[src/rtl/sdf_pkg.sv]
// Shared constants, types and helpers of the signed decimal formatter.
`default_nettype none
package sdf_pkg;

  localparam int MAX_PRECISION_DEF = 48;
  localparam int DATA_WIDTH_DEF    = 32;
  localparam int PREC_IN_W         = 7;
  localparam int CHAR_W            = 8;
  localparam int QUEUE_DEPTH       = 2;

  localparam logic [CHAR_W-1:0] CH_NUL   = 8'h00;
  localparam logic [CHAR_W-1:0] CH_SPACE = 8'h20;
  localparam logic [CHAR_W-1:0] CH_PLUS  = 8'h2B;
  localparam logic [CHAR_W-1:0] CH_MINUS = 8'h2D;
  localparam logic [CHAR_W-1:0] CH_ZERO  = 8'h30;

  typedef enum logic [1:0] {
    SIGN_NONE,
    SIGN_MINUS,
    SIGN_PLUS,
    SIGN_SPACE
  } sign_t;

  // classification that travels with each item from front to back
  typedef struct packed {
    sign_t sign;
    logic  zero_digit;
  } fmt_ctrl_t;

  typedef enum logic [1:0] {
    B_IDLE,
    B_CONV,
    B_SCAN,
    B_EMIT
  } back_state_t;

  function automatic logic [CHAR_W-1:0] sign_char(input sign_t s);
    logic [CHAR_W-1:0] c;
    case (s)
      SIGN_MINUS: c = CH_MINUS;
      SIGN_PLUS:  c = CH_PLUS;
      SIGN_SPACE: c = CH_SPACE;
      default:    c = CH_NUL;
    endcase
    return c;
  endfunction

endpackage
`default_nettype wire

[src/rtl/sdf_front.sv]
// Front end: magnitude, sign choice and precision clamp of an incoming item.
`default_nettype none
module sdf_front #(
  parameter int MAX_PRECISION = sdf_pkg::MAX_PRECISION_DEF,
  parameter int DATA_WIDTH    = sdf_pkg::DATA_WIDTH_DEF,
  localparam int PREC_W       = $clog2(MAX_PRECISION + 1)
) (
  input  wire logic signed [DATA_WIDTH-1:0]         value,
  input  wire logic signed [sdf_pkg::PREC_IN_W-1:0] precision,
  input  wire logic                                 force_plus,
  input  wire logic                                 space_pad,
  output logic             [DATA_WIDTH-1:0]         magnitude,
  output logic             [PREC_W-1:0]             pad,
  output sdf_pkg::fmt_ctrl_t                        ctrl
);

  logic [DATA_WIDTH-1:0] v;
  logic                  neg;

  assign v   = value;
  assign neg = v[DATA_WIDTH-1];

  // two's complement magnitude; the most negative value fits unsigned
  assign magnitude = neg ? (~v + {{(DATA_WIDTH-1){1'b0}}, 1'b1}) : v;

  // negative precision means no padding, large precision saturates
  always_comb begin
    if (precision[sdf_pkg::PREC_IN_W-1]) begin
      pad = '0;
    end else if (int'(precision[sdf_pkg::PREC_IN_W-2:0]) > MAX_PRECISION) begin
      pad = PREC_W'(MAX_PRECISION);
    end else begin
      pad = PREC_W'(precision[sdf_pkg::PREC_IN_W-2:0]);
    end
  end

  // minus beats plus beats space; a zero value prints a digit unless precision is exactly zero
  always_comb begin
    ctrl.zero_digit = (precision != '0);
    if (neg) begin
      ctrl.sign = sdf_pkg::SIGN_MINUS;
    end else if (force_plus) begin
      ctrl.sign = sdf_pkg::SIGN_PLUS;
    end else if (space_pad) begin
      ctrl.sign = sdf_pkg::SIGN_SPACE;
    end else begin
      ctrl.sign = sdf_pkg::SIGN_NONE;
    end
  end

endmodule
`default_nettype wire

[src/rtl/sdf_queue.sv]
// Short first-in first-out queue between front and back.
`default_nettype none
module sdf_queue #(
  parameter int WIDTH = 8
) (
  input  wire logic             clk,
  input  wire logic             rst_n,
  input  wire logic             push_valid,
  output logic                  push_ready,
  input  wire logic [WIDTH-1:0] push_data,
  output logic                  pop_valid,
  input  wire logic             pop_ready,
  output logic      [WIDTH-1:0] pop_data
);

  localparam int DEPTH = sdf_pkg::QUEUE_DEPTH;
  localparam int PTR_W = (DEPTH > 1) ? $clog2(DEPTH) : 1;
  localparam int CNT_W = $clog2(DEPTH + 1);

  logic [WIDTH-1:0] mem_r [DEPTH];
  logic [PTR_W-1:0] wr_ptr_r, wr_ptr_nxt;
  logic [PTR_W-1:0] rd_ptr_r, rd_ptr_nxt;
  logic [CNT_W-1:0] count_r, count_nxt;
  logic             do_push, do_pop;

  assign push_ready = (count_r != CNT_W'(DEPTH));
  assign pop_valid  = (count_r != '0);
  assign pop_data   = mem_r[rd_ptr_r];
  assign do_push    = push_valid && push_ready;
  assign do_pop     = pop_valid && pop_ready;

  // pointer and fill-level update
  always_comb begin
    wr_ptr_nxt = wr_ptr_r;
    rd_ptr_nxt = rd_ptr_r;
    count_nxt  = count_r;
    if (do_push) begin
      wr_ptr_nxt = (wr_ptr_r == PTR_W'(DEPTH - 1)) ? '0 : wr_ptr_r + 1'b1;
    end
    if (do_pop) begin
      rd_ptr_nxt = (rd_ptr_r == PTR_W'(DEPTH - 1)) ? '0 : rd_ptr_r + 1'b1;
    end
    if (do_push && !do_pop) begin
      count_nxt = count_r + 1'b1;
    end else if (do_pop && !do_push) begin
      count_nxt = count_r - 1'b1;
    end
  end

  always_ff @(posedge clk) begin
    if (!rst_n) begin
      wr_ptr_r <= '0;
      rd_ptr_r <= '0;
      count_r  <= '0;
    end else begin
      wr_ptr_r <= wr_ptr_nxt;
      rd_ptr_r <= rd_ptr_nxt;
      count_r  <= count_nxt;
    end
  end

  // storage, no reset
  always_ff @(posedge clk) begin
    if (do_push) begin
      mem_r[wr_ptr_r] <= push_data;
    end
  end

endmodule
`default_nettype wire

[src/rtl/sdf_back.sv]
// Back end: bit-serial binary to BCD conversion and character emission.
`default_nettype none
module sdf_back #(
  parameter int MAX_PRECISION = sdf_pkg::MAX_PRECISION_DEF,
  parameter int DATA_WIDTH    = sdf_pkg::DATA_WIDTH_DEF,
  localparam int PREC_W       = $clog2(MAX_PRECISION + 1)
) (
  input  wire logic                        clk,
  input  wire logic                        rst_n,
  input  wire logic                        item_valid,
  output logic                             item_ready,
  input  wire logic [DATA_WIDTH-1:0]       item_mag,
  input  wire logic [PREC_W-1:0]           item_pad,
  input  wire sdf_pkg::fmt_ctrl_t          item_ctrl,
  output logic                             out_valid,
  input  wire logic                        out_ready,
  output logic [sdf_pkg::CHAR_W-1:0]       out_character,
  output logic                             out_char_valid,
  output logic                             out_last
);

  // decimal digits needed for 2^DATA_WIDTH - 1
  localparam int ND     = (DATA_WIDTH * 301) / 1000 + 1;
  localparam int DIDX_W = $clog2(ND);
  localparam int MAXLEN = ((MAX_PRECISION > ND) ? MAX_PRECISION : ND) + 1;
  localparam int CNT_W  = $clog2(MAXLEN + 1);
  localparam int BIT_W  = $clog2(DATA_WIDTH + 1);

  sdf_pkg::back_state_t state_r, state_nxt;

  logic [DATA_WIDTH-1:0] sh_r, sh_nxt;
  logic [ND*4-1:0]       bcd_r, bcd_nxt;
  logic [ND*4-1:0]       bcd_adj;
  logic [BIT_W-1:0]      bit_cnt_r, bit_cnt_nxt;
  logic [PREC_W-1:0]     pad_r, pad_nxt;
  sdf_pkg::fmt_ctrl_t    ctrl_r, ctrl_nxt;
  logic                  sign_pend_r, sign_pend_nxt;
  logic [CNT_W-1:0]      zcnt_r, zcnt_nxt;
  logic [CNT_W-1:0]      rem_r, rem_nxt;
  logic [DIDX_W-1:0]     didx_r, didx_nxt;

  logic                        out_valid_r, out_valid_nxt;
  logic [sdf_pkg::CHAR_W-1:0]  out_char_r, out_char_nxt;
  logic                        out_cv_r, out_cv_nxt;
  logic                        out_last_r, out_last_nxt;

  logic             slot_free;
  logic [CNT_W-1:0] nd_c, nd_raw, zeros_c, pad_ext, total_c, nd_m1;
  logic [3:0]       cur_digit;

  assign item_ready     = (state_r == sdf_pkg::B_IDLE);
  assign slot_free      = !out_valid_r || out_ready;
  assign out_valid      = out_valid_r;
  assign out_character  = out_char_r;
  assign out_char_valid = out_cv_r;
  assign out_last       = out_last_r;

  // add-3 correction of every BCD digit before the shift
  always_comb begin
    for (int i = 0; i < ND; i++) begin
      bcd_adj[i*4 +: 4] = (bcd_r[i*4 +: 4] >= 4'd5) ? bcd_r[i*4 +: 4] + 4'd3
                                                    : bcd_r[i*4 +: 4];
    end
  end

  // significant digit count, padding zeros and text length
  always_comb begin
    nd_raw = '0;
    for (int i = 0; i < ND; i++) begin
      if (bcd_r[i*4 +: 4] != 4'd0) begin
        nd_raw = CNT_W'(i + 1);
      end
    end
    nd_c    = (nd_raw == '0 && ctrl_r.zero_digit) ? CNT_W'(1) : nd_raw;
    pad_ext = CNT_W'(pad_r);
    zeros_c = (pad_ext > nd_c) ? pad_ext - nd_c : '0;
    total_c = zeros_c + nd_c
            + CNT_W'(ctrl_r.sign != sdf_pkg::SIGN_NONE);
    nd_m1   = nd_c - 1'b1;
  end

  assign cur_digit = bcd_r[didx_r*4 +: 4];

  // next state
  always_comb begin
    state_nxt = state_r;
    case (state_r)
      sdf_pkg::B_IDLE: begin
        if (item_valid) state_nxt = sdf_pkg::B_CONV;
      end
      sdf_pkg::B_CONV: begin
        if (bit_cnt_r == BIT_W'(1)) state_nxt = sdf_pkg::B_SCAN;
      end
      sdf_pkg::B_SCAN: begin
        state_nxt = sdf_pkg::B_EMIT;
      end
      sdf_pkg::B_EMIT: begin
        if (slot_free && (rem_r == '0 || rem_r == CNT_W'(1))) begin
          state_nxt = sdf_pkg::B_IDLE;
        end
      end
      default: state_nxt = sdf_pkg::B_IDLE;
    endcase
  end

  // datapath and output register
  always_comb begin
    sh_nxt        = sh_r;
    bcd_nxt       = bcd_r;
    bit_cnt_nxt   = bit_cnt_r;
    pad_nxt       = pad_r;
    ctrl_nxt      = ctrl_r;
    sign_pend_nxt = sign_pend_r;
    zcnt_nxt      = zcnt_r;
    rem_nxt       = rem_r;
    didx_nxt      = didx_r;
    out_valid_nxt = out_valid_r && !out_ready;
    out_char_nxt  = out_char_r;
    out_cv_nxt    = out_cv_r;
    out_last_nxt  = out_last_r;
    case (state_r)
      sdf_pkg::B_IDLE: begin
        if (item_valid) begin
          sh_nxt      = item_mag;
          bcd_nxt     = '0;
          bit_cnt_nxt = BIT_W'(DATA_WIDTH);
          pad_nxt     = item_pad;
          ctrl_nxt    = item_ctrl;
        end
      end
      sdf_pkg::B_CONV: begin
        bcd_nxt     = {bcd_adj[ND*4-2:0], sh_r[DATA_WIDTH-1]};
        sh_nxt      = {sh_r[DATA_WIDTH-2:0], 1'b0};
        bit_cnt_nxt = bit_cnt_r - 1'b1;
      end
      sdf_pkg::B_SCAN: begin
        sign_pend_nxt = (ctrl_r.sign != sdf_pkg::SIGN_NONE);
        zcnt_nxt      = zeros_c;
        rem_nxt       = total_c;
        didx_nxt      = nd_m1[DIDX_W-1:0];
      end
      sdf_pkg::B_EMIT: begin
        if (slot_free) begin
          out_valid_nxt = 1'b1;
          if (rem_r == '0) begin
            // empty text: one filler transfer
            out_char_nxt = sdf_pkg::CH_NUL;
            out_cv_nxt   = 1'b0;
            out_last_nxt = 1'b1;
          end else begin
            out_cv_nxt   = 1'b1;
            out_last_nxt = (rem_r == CNT_W'(1));
            rem_nxt      = rem_r - 1'b1;
            if (sign_pend_r) begin
              out_char_nxt  = sdf_pkg::sign_char(ctrl_r.sign);
              sign_pend_nxt = 1'b0;
            end else if (zcnt_r != '0) begin
              out_char_nxt = sdf_pkg::CH_ZERO;
              zcnt_nxt     = zcnt_r - 1'b1;
            end else begin
              out_char_nxt = sdf_pkg::CH_ZERO + {4'd0, cur_digit};
              didx_nxt     = didx_r - 1'b1;
            end
          end
        end
      end
      default: ;
    endcase
  end

  always_ff @(posedge clk) begin
    if (!rst_n) begin
      state_r     <= sdf_pkg::B_IDLE;
      out_valid_r <= 1'b0;
    end else begin
      state_r     <= state_nxt;
      out_valid_r <= out_valid_nxt;
    end
  end

  always_ff @(posedge clk) begin
    sh_r        <= sh_nxt;
    bcd_r       <= bcd_nxt;
    bit_cnt_r   <= bit_cnt_nxt;
    pad_r       <= pad_nxt;
    ctrl_r      <= ctrl_nxt;
    sign_pend_r <= sign_pend_nxt;
    zcnt_r      <= zcnt_nxt;
    rem_r       <= rem_nxt;
    didx_r      <= didx_nxt;
    out_char_r  <= out_char_nxt;
    out_cv_r    <= out_cv_nxt;
    out_last_r  <= out_last_nxt;
  end

endmodule
`default_nettype wire

[src/rtl/signed_decimal_formatter.sv]
// An item crosses the queue and the back end's CONV and SCAN states before its first
// character is registered. The back end converts with a one-bit-per-cycle binary to BCD
// shift, then emits 1 .. MAX_PRECISION + 1 transfers, one a cycle unless out_ready stalls.
// A two-entry queue lets the next items be taken while the back end is busy.
// Synchronous active-low reset empties the queue, idles the back end, drops the output.
`default_nettype none
module signed_decimal_formatter #(
  parameter int MAX_PRECISION = sdf_pkg::MAX_PRECISION_DEF,
  parameter int DATA_WIDTH    = sdf_pkg::DATA_WIDTH_DEF
) (
  input  wire logic                                 clk,
  input  wire logic                                 rst_n,
  input  wire logic                                 in_valid,
  output logic                                      in_ready,
  input  wire logic signed [DATA_WIDTH-1:0]         in_value,
  input  wire logic signed [sdf_pkg::PREC_IN_W-1:0] in_precision,
  input  wire logic                                 in_force_plus,
  input  wire logic                                 in_space_pad,
  output logic                                      out_valid,
  input  wire logic                                 out_ready,
  output logic             [sdf_pkg::CHAR_W-1:0]    out_character,
  output logic                                      out_char_valid,
  output logic                                      out_last
);

  localparam int PREC_W = $clog2(MAX_PRECISION + 1);
  localparam int CTRL_W = $bits(sdf_pkg::fmt_ctrl_t);
  localparam int Q_W    = DATA_WIDTH + PREC_W + CTRL_W;

  logic [DATA_WIDTH-1:0] f_mag, b_mag;
  logic [PREC_W-1:0]     f_pad, b_pad;
  sdf_pkg::fmt_ctrl_t    f_ctrl, b_ctrl;
  logic [Q_W-1:0]        q_push_data, q_pop_data;
  logic                  q_pop_valid, q_pop_ready;

  // classify the incoming item
  sdf_front #(
    .MAX_PRECISION(MAX_PRECISION),
    .DATA_WIDTH   (DATA_WIDTH)
  ) u_front (
    .value     (in_value),
    .precision (in_precision),
    .force_plus(in_force_plus),
    .space_pad (in_space_pad),
    .magnitude (f_mag),
    .pad       (f_pad),
    .ctrl      (f_ctrl)
  );

  assign q_push_data = {f_mag, f_pad, f_ctrl};

  sdf_queue #(
    .WIDTH(Q_W)
  ) u_queue (
    .clk       (clk),
    .rst_n     (rst_n),
    .push_valid(in_valid),
    .push_ready(in_ready),
    .push_data (q_push_data),
    .pop_valid (q_pop_valid),
    .pop_ready (q_pop_ready),
    .pop_data  (q_pop_data)
  );

  assign {b_mag, b_pad, b_ctrl} = q_pop_data;

  // convert and emit
  sdf_back #(
    .MAX_PRECISION(MAX_PRECISION),
    .DATA_WIDTH   (DATA_WIDTH)
  ) u_back (
    .clk           (clk),
    .rst_n         (rst_n),
    .item_valid    (q_pop_valid),
    .item_ready    (q_pop_ready),
    .item_mag      (b_mag),
    .item_pad      (b_pad),
    .item_ctrl     (b_ctrl),
    .out_valid     (out_valid),
    .out_ready     (out_ready),
    .out_character (out_character),
    .out_char_valid(out_char_valid),
    .out_last      (out_last)
  );

endmodule
`default_nettype wire

[config.mk]
export PLATFORM = sky130hd
export DESIGN_NAME = signed_decimal_formatter
export DESIGN_NICKNAME = d
export VERILOG_FILES = /design/src/rtl/sdf_pkg.sv /design/src/rtl/sdf_front.sv /design/src/rtl/sdf_queue.sv /design/src/rtl/sdf_back.sv /design/src/rtl/signed_decimal_formatter.sv
export SDC_FILE = /design/constraint.sdc
export NUM_CORES = 1
export LEC_CHECK = 0
export BUFFER_PORTS_ARGS = -buffer_cell sky130_fd_sc_hd__buf_2
export CAP_MARGIN = 20
export CORE_MARGIN = 1
export CORE_UTILIZATION = 45
export CTS_CLUSTER_DIAMETER = 100
export DETAILED_ROUTE_END_ITERATION = 10
export PLACE_DENSITY = 0.65
export SETUP_SLACK_MARGIN = 0.5
export SLEW_MARGIN = 0
export SYNTH_ARGS = -nofsm -noshare
export SYNTH_HDL_FRONTEND = slang
export SYNTH_SLANG_ARGS = --single-unit
[constraint.sdc]
create_clock -name clk -period 6 [get_ports clk]
set_input_delay 0.9 -clock clk [delete_from_list [all_inputs] [get_ports clk]]
set_output_delay 0.9 -clock clk [all_outputs]
set_load 0.02 [all_outputs]
==> results of run 1 <==
-- placed cells by master (no fill, tap or decap), drive strengths merged, types with 2 or more instances in the layout --
cell and count:
a21boi 12, or4 2, nor4 8, xnor2 45, o31ai 9, xor2 24, nor3b 16, o31a 2
and2 34, conb 2, mux4 8, nor2b 8, dfxtp 8, clkinv 12, fa 2, mux2 12
edfxtp 194, a21o 5, nor3 10, mux2i 47, o41ai 7, a2111oi 2, nor2 47, o22ai 4
a22oi 3, and3 4, or2 2, ha 48, o21ai 66, clkbuf 26, a211oi 2, buf 58
o21a 5, or3 6, nand2 95, nand2b 20, nand3 7, inv 54, a21oi 23, nor4b 4
-- per-layer routing --
metal  vias up  GRT usage  wire length, um
met5         -          0                0
met4         0     0.0430              374
met3        25     0.0248              729
met2       127      0.285             9270
met1      3164      0.219             8930
li1       3280          -                -
-- worst register-to-register path, cell delays in order (launching register included) --
cell and delay (ns):
edfxtp_1 0.47, inv_1 0.12, ha_1 0.14, nor3b_1 0.34, o41ai_1 0.18, o21a_1 0.23
nor2_1 0.27, ha_1 0.22, inv_1 0.06, fa_1 0.43, a21o_1 0.20, a21oi_1 0.22
o21ai_0 0.24, and2_1 0.22, ha_1 0.34, nand2_1 0.07, o41ai_1 0.30, nand3_1 0.16
a2111oi_0 0.48, a211oi_1 0.08
-- worst min path at each step --
stage / start / to / cells past startpoint
2_1_floorplan: u_queue.rd_ptr_r$_SDFFE_PN0P_ / register / 2
3_3_place_gp: u_queue.rd_ptr_r$_SDFFE_PN0P_ / u_queue.rd_ptr_r$_SDFFE_PN0P_ / 2
3_5_place_dp: u_back.sh_r[28]$_DFFE_PP_ / u_back.sh_r[29]$_DFFE_PP_ / 2
4_1_cts: u_back.sh_r[28]$_DFFE_PP_ / u_back.sh_r[29]$_DFFE_PP_ / 2
5_1_grt: u_queue.mem_r[1][5]$_DFFE_PP_ / u_back.pad_ext[2]$_DFFE_PP_ / 1
6_report: u_queue.rd_ptr_r$_SDFFE_PN0P_ / register / 2
-- metrics by stage --
step                      cells  instance area, um2  utilization  setup slack (ns)
after floorplan             888               10600            -              1.66
after global placement     1227               11200        0.489              1.21
after detailed placement   1227               11200        0.489              1.07
after CTS                  1266               11900        0.519              1.01
after global routing       1266               11900        0.519             0.522
final                      1266               11900        0.519             0.986
-- power by group --
group          internal, W  switching (W)
registers          0.00235       0.000370
logic             0.000951        0.00139
clock network     0.000723       0.000551
total              0.00402        0.00231
-- flip-flops by register name, indices dropped and copies added (netlist names), 3 cells and up, named ones only --
signal                cells
u_back.bcd_r             40
u_back.bit_cnt_r          6
u_back.ctrl_r             3
u_back.didx_r             4
u_back.out_character      6
u_back.pad_ext            6
u_back.rem_r              6
u_back.sh_r              32
u_back.zcnt_r             6
u_queue.mem_r            82
-- cells by family after synthesis --
kind of cell               Yosys count
and+or+nand+nor                    266
DFF                                202
other                                1
adders and majority gates           50
AOI/OAI and AO/OA                  145
muxes                               67
buffers and inverters               87
xor gates and xnor gates            69
-- cell type report --
type                    count  area share
flip-flops and latches    202       0.505
repair buffers             58      0.0253
clock inverters            13      0.0100
inverters                  55      0.0174
clock buffers              26      0.0477
well taps                 313      0.0330
multi-input cells         599       0.362
==> impl_metrics.tcl, run 1 <==
set metrics [dict create \
    multiInputGateArea_um2 4290 \
    n_antenna_cell 0 \
    track_usage 0.166 \
    critical_path.max_stage_delay_ns 0.48 \
    hold_slack_ns 0.521 \
    dr.first_iter.drc_count 374 \
    dieWidth_um 155 \
    die_h_um 155 \
    vias 6596 \
    cts_buffers 22 \
    ff_latch_area_um2 5990 \
    fill_cells 2005 \
    synth-seq-area-share 0.565 \
    io_pins 57 \
    crit_slowest_cell "a2111oi_0" \
    synth_compound_area_frac 0.0843 \
    core_area_um2 22800 \
    root_buffer "clkbuf_16" \
    synth_top_family_by_area "simple AND/OR/NAND/NOR gates" \
    synth_mux_area_frac 0.0742 \
    leakagePower_nw 4.31 \
    start_util 0.464 \
    num_rows 55 \
    synth_edf_count 194 \
    io_buffers 54 \
    gr-total-overflow 0 \
    outcome "finished clean" \
    worstPathArrival_ns 5.26 \
    start_kind "register" \
    yosys.area_share.simple 0.127 \
    die_area_um2 24200 \
    fin_crit_ns 5.01 \
    clock_latency_ns 0.53 \
    cts.htree.levels 1 \
    crit_family "compound AO/OA/AOI/OAI gates" \
    syn_area_per_cell_um2 11.9 \
    cts.sinks 202 \
    worstSetupPathType "reg2reg" \
    skew_ns 0.0217 \
    grt_pass1_wl_mm 32.2 \
    synth_xor_xnor_area_share 0.0571 \
    wire_per_inst_um 15.2 \
    drc 0 \
    rsz0062_at_grt "false" \
    min_period_over_period 0.836 \
    cp-startpoint "u_back.bcd_r[20]$_SDFFCE_PN0P_" \
    end_kind "register" \
    synthArstFlopShare 0 \
    p_total_w 0.00633 \
    synthTopCellsByArea "edfxtp_1, ha_1, mux2i_1" \
    setup_viol 0 \
    endpoint "u_back.rem_r[5]$_DFFE_PP_" \
    synthAdderAreaFrac 0.0605 \
    nNetsFinal 1033 \
    first_pass_iters 4 \
    rr_worst_depth 19 \
    p_per_area_nw_per_um2 534 \
    clock_path_buffers 3 \
    ys_types 52 \
    synth_most_common_cell "edfxtp_1" \
    tritoncts "yes" \
    irDropWorstVdd_uv 249 \
    worstPathCellList "inv_1, ha_1, nor3b_1, o41ai_1, o21a_1, nor2_1, ha_1, inv_1, fa_1, a21o_1, a21oi_1, o21ai_0, and2_1, ha_1, nand2_1, o41ai_1, nand3_1, a2111oi_0, a211oi_1" \
    postCtsHoldBufs 0 \
    ys.flop_type "edfxtp_1" \
    synth_warnings 0 \
    path_clk_slew_ns 0.06 \
    r2r-end "u_back.rem_r[5]$_DFFE_PP_" \
    yosys-top-cells-count "edfxtp_1, nand2_1, o21ai_0, inv_1, ha_1" \
    syn-instance-count 887 \
    path_common_cell "ha_1" \
    drv_slew 0 \
    critPathMaxFanout 5 \
    drv_cap 0 \
    routed_wl_mm 19.3 \
    cts_resized 0 \
    ant_nets 0 \
    synth_top_area_frac 0.550 \
    grt_antenna_before_repair 0 \
    tightestPinTransition_ns 1.01 \
    crit_cells 19 \
    syn_to_final_growth_pct 12.0 \
    synth_top_area_cell "edfxtp_1" \
    hp-class "reg2reg" \
    critPathRequiredTime_ns 6.24 \
    place_hpwl_mm 13.0 \
    routed_via_density 5.21 \
    grt_pass1_vias 6503 \
    r2r-start "u_back.bcd_r[20]$_SDFFCE_PN0P_" \
    relSlewSlack 0.326 \
    grt_max_degree 110 \
    ys_ff_latch 202 \
    worst-r2r-setup-slack_ns 0.99 \
    crit_buf_inv 2 \
    syn-cell-area_um2 10600 \
    max_freq_mhz 199 \
    setup_tns_ns 0 \
    drive_above_1_share 0.126 \
    cts_setup_buffers 0 \
    place_congestion 0.794 \
    final_hold_viol_count 0 \
]
No activity file was read; power rests on OpenSTA's default activity.
==> run 2, diff against run 1 <==
--- a/config.mk
+++ b/config.mk
@@ -5,13 +5,14 @@
 export SDC_FILE = /design/constraint.sdc
 export NUM_CORES = 1
 export LEC_CHECK = 0
+export ABC_AREA = 1
 export BUFFER_PORTS_ARGS = -buffer_cell sky130_fd_sc_hd__buf_2
 export CAP_MARGIN = 20
 export CORE_MARGIN = 1
 export CORE_UTILIZATION = 45
 export CTS_CLUSTER_DIAMETER = 100
 export DETAILED_ROUTE_END_ITERATION = 10
-export PLACE_DENSITY = 0.65
+export PLACE_DENSITY = 0.67
 export SETUP_SLACK_MARGIN = 0.5
 export SLEW_MARGIN = 0
 export SYNTH_ARGS = -nofsm -noshare
==> constraint.sdc (replaced) <==
create_clock -name clk -period 4.6 [get_ports clk]
set_input_delay 0.69 -clock clk [delete_from_list [all_inputs] [get_ports clk]]
set_output_delay 0.69 -clock clk [all_outputs]
set_load 0.02 [all_outputs]
==> impl_metrics.tcl, run 2 <==
set metrics [dict create \
    end_kind "register" \
    syn_to_final_growth_pct 15.2 \
    gr-total-overflow 0 \
    die_h_um 156 \
    synth_top_area_frac 0.548 \
    syn-instance-count 1094 \
    drive_above_1_share 0.150 \
    leakagePower_nw 5.04 \
    crit_slowest_cell "edfxtp_1" \
    clock_path_buffers 3 \
    cts_buffers 23 \
    synth_warnings 0 \
    synth-seq-area-share 0.563 \
    internal_power_w 0.00527 \
    core_area_um2 22900 \
    fill_cells 2014 \
    setup_tns_ns 0 \
    cp-startpoint "u_back.bcd_r[4]$_SDFFCE_PN0P_" \
    grt_antenna_before_repair 0 \
    ys_ff_latch 202 \
    track_usage 0.178 \
    worstSetupPathType "reg2reg" \
    wire_per_inst_um 14.1 \
    drv_slew 0 \
    dr.first_iter.drc_count 440 \
    cts.htree.levels 1 \
    drv_cap 0 \
    power_frac_seq 0.394 \
    final_cell_mix "edfxtp_1, nand2_1, inv_1" \
    relSlewSlack 0.502 \
    synth_most_common_cell "edfxtp_1" \
    final_common_cell "edfxtp_1" \
    max_freq_mhz 249 \
    io_pins 57 \
    min_period_over_period 0.872 \
    grt_pass1_vias 7422 \
    critical_path.max_stage_delay_ns 0.40 \
    setup_viol 0 \
    root_buffer "clkbuf_16" \
    synth_edf_count 194 \
    ant_nets 0 \
    clock_latency_ns 0.52 \
    vias 7553 \
    place_congestion 0.794 \
    first_pass_iters 4 \
    synth_top_area_cell "edfxtp_1" \
    ys.flop_type "edfxtp_1" \
    path_common_cell "nand2_1" \
    cts.sinks 202 \
    nNetsFinal 1260 \
    utilization 0.534 \
    place_hpwl_mm 13.7 \
    yosys-top-cells-count "edfxtp_1, nand2_1, inv_1, a21oi_1, nor2_1" \
    p_sw_frac 0.386 \
    layout_top_registers "u_queue.mem_r: 82 flops, u_back.bcd_r: 40 flops, u_back.sh_r: 32 flops" \
    tightestPinTransition_ns 0.747 \
    worstPathArrival_ns 4.28 \
    power.switching_w 0.00331 \
    ff_latch_area_um2 5990 \
    routed_wl_mm 21.0 \
    syn-cell-area_um2 10600 \
    grt_pass1_wl_mm 35.0 \
    multiInputGateArea_um2 4130 \
    outcome "finished clean" \
    p_per_area_nw_per_um2 700 \
    irDropWorstVdd_uv 512 \
    final_hold_viol_count 0 \
    io_buffers 54 \
    pwr-share-comb 0.400 \
    hold_start "in_value[0]" \
    r2r-start "u_back.bcd_r[4]$_SDFFCE_PN0P_" \
    routed_via_density 5.05 \
    start_util 0.464 \
    critPathRequiredTime_ns 4.87 \
    hp-class "in2reg" \
    ys_types 48 \
    skew_ns 0.00828 \
    drc 0 \
    rsz0062_at_grt "true" \
    num_rows 55 \
    path_clk_slew_ns 0.06 \
    syn_area_per_cell_um2 9.71 \
    fin_crit_ns 4.01 \
    synthTopCellsByArea "edfxtp_1, nand2_1, a21oi_1" \
    dieWidth_um 156 \
    largest_reg_flops 82 \
    critPathMaxFanout 5 \
    n_antenna_cell 0 \
    largest_register "u_queue.mem_r" \
    die_area_um2 24200 \
    clock_power_share 0.207 \
    grt_max_degree 79 \
    start_kind "register" \
    synthArstFlopShare 0 \
    tritoncts "yes" \
]
## run 2: worst max-delay path, delay by kind of cell (launching register included)
family / cells / cell delay, ns
buffers and inverters: 7 / 0.50
DFF: 1 / 0.40
and+or+nand+nor: 15 / 1.02
adders and majority gates: 5 / 1.06
AOI/OAI and AO/OA: 5 / 0.78
## run 2: routing by layer
layer,vias to the layer above,global-route usage,part of all wire
li1,3848,-,-
met1,3561,0.230,0.46
met4,0,0.0486,0.018
met5,-,0,0
met3,28,0.0261,0.032
met2,116,0.312,0.49
## run 2: cell families (layout without fill, tap and decap cells)
| family | Yosys count | after routing | synth area share |
|---|---|---|---|
| mux | 1 | 1 | 0.000942 |
| flops | 202 | 202 | 0.563 |
| simple gates | 370 | 370 | 0.148 |
| other cells | 1 | 2 | 0.000353 |
| buf+inv | 178 | 265 | 0.0637 |
| compound gates | 245 | 245 | 0.125 |
| xor+xnor | 47 | 47 | 0.0387 |
| fa+ha+maj | 50 | 50 | 0.0603 |
## run 2: power groups by stage
stage               registers, W  logic (W)  clock network (W)
floorplan                0.00333    0.00233                  0
global placement         0.00339    0.00302                  0
detailed placement       0.00340    0.00309                  0
CTS                      0.00337    0.00316            0.00180
global route             0.00346    0.00391            0.00188
finish                   0.00338    0.00343            0.00177
## run 2: through the flow
| stage | cells | hold slack (ns) | cell area (um2) | power (W) | setup slack [ns] |
|---|---|---|---|---|---|
| floorplan | 1095 | 0.425 | 10600 | 0.00566 | 0.743 |
| global placement | 1437 | 0.435 | 11300 | 0.00641 | 0.400 |
| detailed placement | 1437 | 0.456 | 11300 | 0.00650 | 0.315 |
| CTS | 1482 | 0.391 | 12000 | 0.00834 | 0.506 |
| global route | 1495 | 0.393 | 12200 | 0.00924 | 0.256 |
| finish | 1495 | 0.409 | 12200 | 0.00858 | 0.591 |
## run 2: area by class of cell
| type | count | area share |
|---|---|---|
| clock inverter | 16 | 0.0116 |
| tap | 313 | 0.0320 |
| timing repair buffer | 79 | 0.0384 |
| multi-input combinational | 715 | 0.337 |
| inverter | 144 | 0.0441 |
| clock buffer | 26 | 0.0479 |
| sequential | 202 | 0.489 |
## run 2: what timing repair did
action,in CTS,in global routing
endpoints found under the setup margin,1,4
resized for setup,8,37
pin swaps,0,19
hold buffers,0,0
setup buffers,3,12
## run 2: worst paths after layout
kind                              endpoint  slack (ns)  cells past startpoint
min reg2reg  u_queue.rd_ptr_r$_SDFFE_PN0P_        0.46                      1
max              u_back.rem_r[4]$_DFFE_PP_        0.59                     32
min          u_queue.mem_r[0][9]$_DFFE_PP_        0.41                      1
max reg2reg      u_back.rem_r[4]$_DFFE_PP_        0.59                     32
==> run 3, diff against run 2 <==
--- a/config.mk
+++ b/config.mk
@@ -13,6 +13,7 @@
 export CTS_CLUSTER_DIAMETER = 100
 export DETAILED_ROUTE_END_ITERATION = 10
 export PLACE_DENSITY = 0.67
+export REMOVE_ABC_BUFFERS = 1
 export SETUP_SLACK_MARGIN = 0.5
 export SLEW_MARGIN = 0
 export SYNTH_ARGS = -nofsm -noshare
==> impl_metrics.tcl, run 3 (synthesized netlist as in run 2, its figures left out) <==
set metrics [dict create \
    crit_family "adder cells" \
    io_pins 57 \
    relSlewSlack 0.499 \
    grt_max_degree 79 \
    critPathMaxFanout 5 \
    crit_buf_inv 7 \
    dieWidth_um 156 \
    n_antenna_cell 0 \
    max_freq_mhz 246 \
    setup_viol 0 \
    irDropWorstVdd_uv 297 \
    gr-total-overflow 0 \
    wire_per_inst_um 14.0 \
    crit_slowest_cell "fa_2" \
    tritoncts "yes" \
    place_congestion 0.838 \
    final_hold_viol_count 0 \
    nNetsFinal 1261 \
    drc 0 \
    cts.sinks 202 \
    die_area_um2 24200 \
    clock_latency_ns 0.53 \
    p_per_area_nw_per_um2 699 \
    cts_buffers 24 \
    hp-class "in2reg" \
    grt_pass1_vias 7168 \
    start_kind "register" \
    grt_antenna_before_repair 0 \
    outcome "finished clean" \
    rsz0062_at_grt "true" \
    routed_wl_mm 20.9 \
    critPathRequiredTime_ns 4.87 \
    fin_crit_ns 4.07 \
    largest_register "u_queue.mem_r" \
    cts.htree.levels 1 \
    final_cell_mix "edfxtp_1, nand2_1, inv_1" \
    critical_path.max_stage_delay_ns 0.42 \
    num_rows 55 \
    drive_above_1_share 0.143 \
    fill_cells 2017 \
    multiInputGateArea_um2 4110 \
    worstPathArrival_ns 4.34 \
    tightestPinTransition_ns 0.751 \
    clock_path_buffers 3 \
    skew_ns 0.0158 \
    routed_via_density 5.07 \
    io_buffers 54 \
    ant_nets 0 \
    min_period_over_period 0.885 \
    grt_pass1_wl_mm 34.7 \
    place_hpwl_mm 13.5 \
    utilization 0.535 \
    leakagePower_nw 5.04 \
    largest_reg_flops 82 \
    final_common_cell "edfxtp_1" \
    start_util 0.464 \
    core_area_um2 22900 \
    dr.first_iter.drc_count 442 \
    track_usage 0.176 \
    dp.cells 1437 \
    drv_cap 0 \
    die_h_um 156 \
    path_clk_slew_ns 0.06 \
    end_kind "register" \
    ff_latch_area_um2 5990 \
    p_total_w 0.00857 \
    first_pass_iters 7 \
    syn_to_final_growth_pct 15.3 \
    fin_cells 1497 \
    worstSetupPathType "reg2reg" \
    root_buffer "clkbuf_16" \
    drv_slew 0 \
    path_common_cell "nand2_1" \
    layout_top_registers "u_queue.mem_r: 82 flops, u_back.bcd_r: 40 flops, u_back.sh_r: 32 flops" \
    vias 7597 \
]
[run 3: worst paths after layout]
| check | to | slack, ns | startpoint | cells past startpoint |
|---|---|---|---|---|
| worst max register to register | u_back.rem_r[4]$_DFFE_PP_ | 0.53 | u_back.bcd_r[5]$_SDFFCE_PN0P_ | 30 |
| worst min register to register | u_queue.rd_ptr_r$_SDFFE_PN0P_ | 0.46 | u_queue.rd_ptr_r$_SDFFE_PN0P_ | 1 |
| worst max-delay path | u_back.rem_r[4]$_DFFE_PP_ | 0.53 | u_back.bcd_r[5]$_SDFFCE_PN0P_ | 30 |
| worst min-delay path | u_queue.mem_r[0][9]$_DFFE_PP_ | 0.38 | in_value[0] | 1 |
[run 3: routing by layer]
metal,wire (um),GRT usage
met1,9880,0.239
met2,9950,0.299
met3,813,0.0264
met4,288,0.0373
met5,0,0
[run 3: power by group]
| group | switching, W | total, W | internal, W |
|---|---|---|---|
| clock network | 0.000742 | 0.00178 | 0.00104 |
| registers | 0.000369 | 0.00338 | 0.00301 |
| logic | 0.00221 | 0.00340 | 0.00119 |
[run 3: per-stage QoR]
| step | hold WS [ns] | setup TNS, ns | setup WS [ns] | area, um2 |
|---|---|---|---|---|
| 4_1_cts | 0.364 | 0 | 0.514 | 12100 |
| 3_5_place_dp | 0.446 | 0 | 0.251 | 11300 |
| 5_1_grt | 0.366 | 0 | 0.220 | 12300 |
| 3_3_place_gp | 0.433 | 0 | 0.405 | 11300 |
| 2_1_floorplan | 0.425 | -173.58 | -2.23 | 10500 |
| 6_report | 0.384 | 0 | 0.529 | 12300 |
[run 3: worst register-to-register path, delay by kind of cell, from the launching register on]
family,cells,cell delay [ns]
buffers and inverters,7,0.44
AO/OA/AOI/OAI,4,0.53
flip-flops,1,0.41
adder cells (fa/ha/maj),5,1.26
AND/OR/NAND/NOR,14,1.14
[run 3: area by class of cell]
| class | count | area share |
|---|---|---|
| Clock buffer | 30 | 0.0517 |
| Clock inverter | 14 | 0.00980 |
| Inverter | 144 | 0.0443 |
| Multi-Input combinational cell | 715 | 0.335 |
| Sequential cell | 202 | 0.489 |
| Tap cell | 313 | 0.0320 |
| Timing Repair Buffer | 79 | 0.0384 |
[run 3: what timing repair did]
item,in CTS,in global routing
pin swaps,2,17
hold buffers,0,0
gates resized for setup,9,30
buffers inserted,3,12
setup endpoints to repair,2,5
gates cloned,0,0
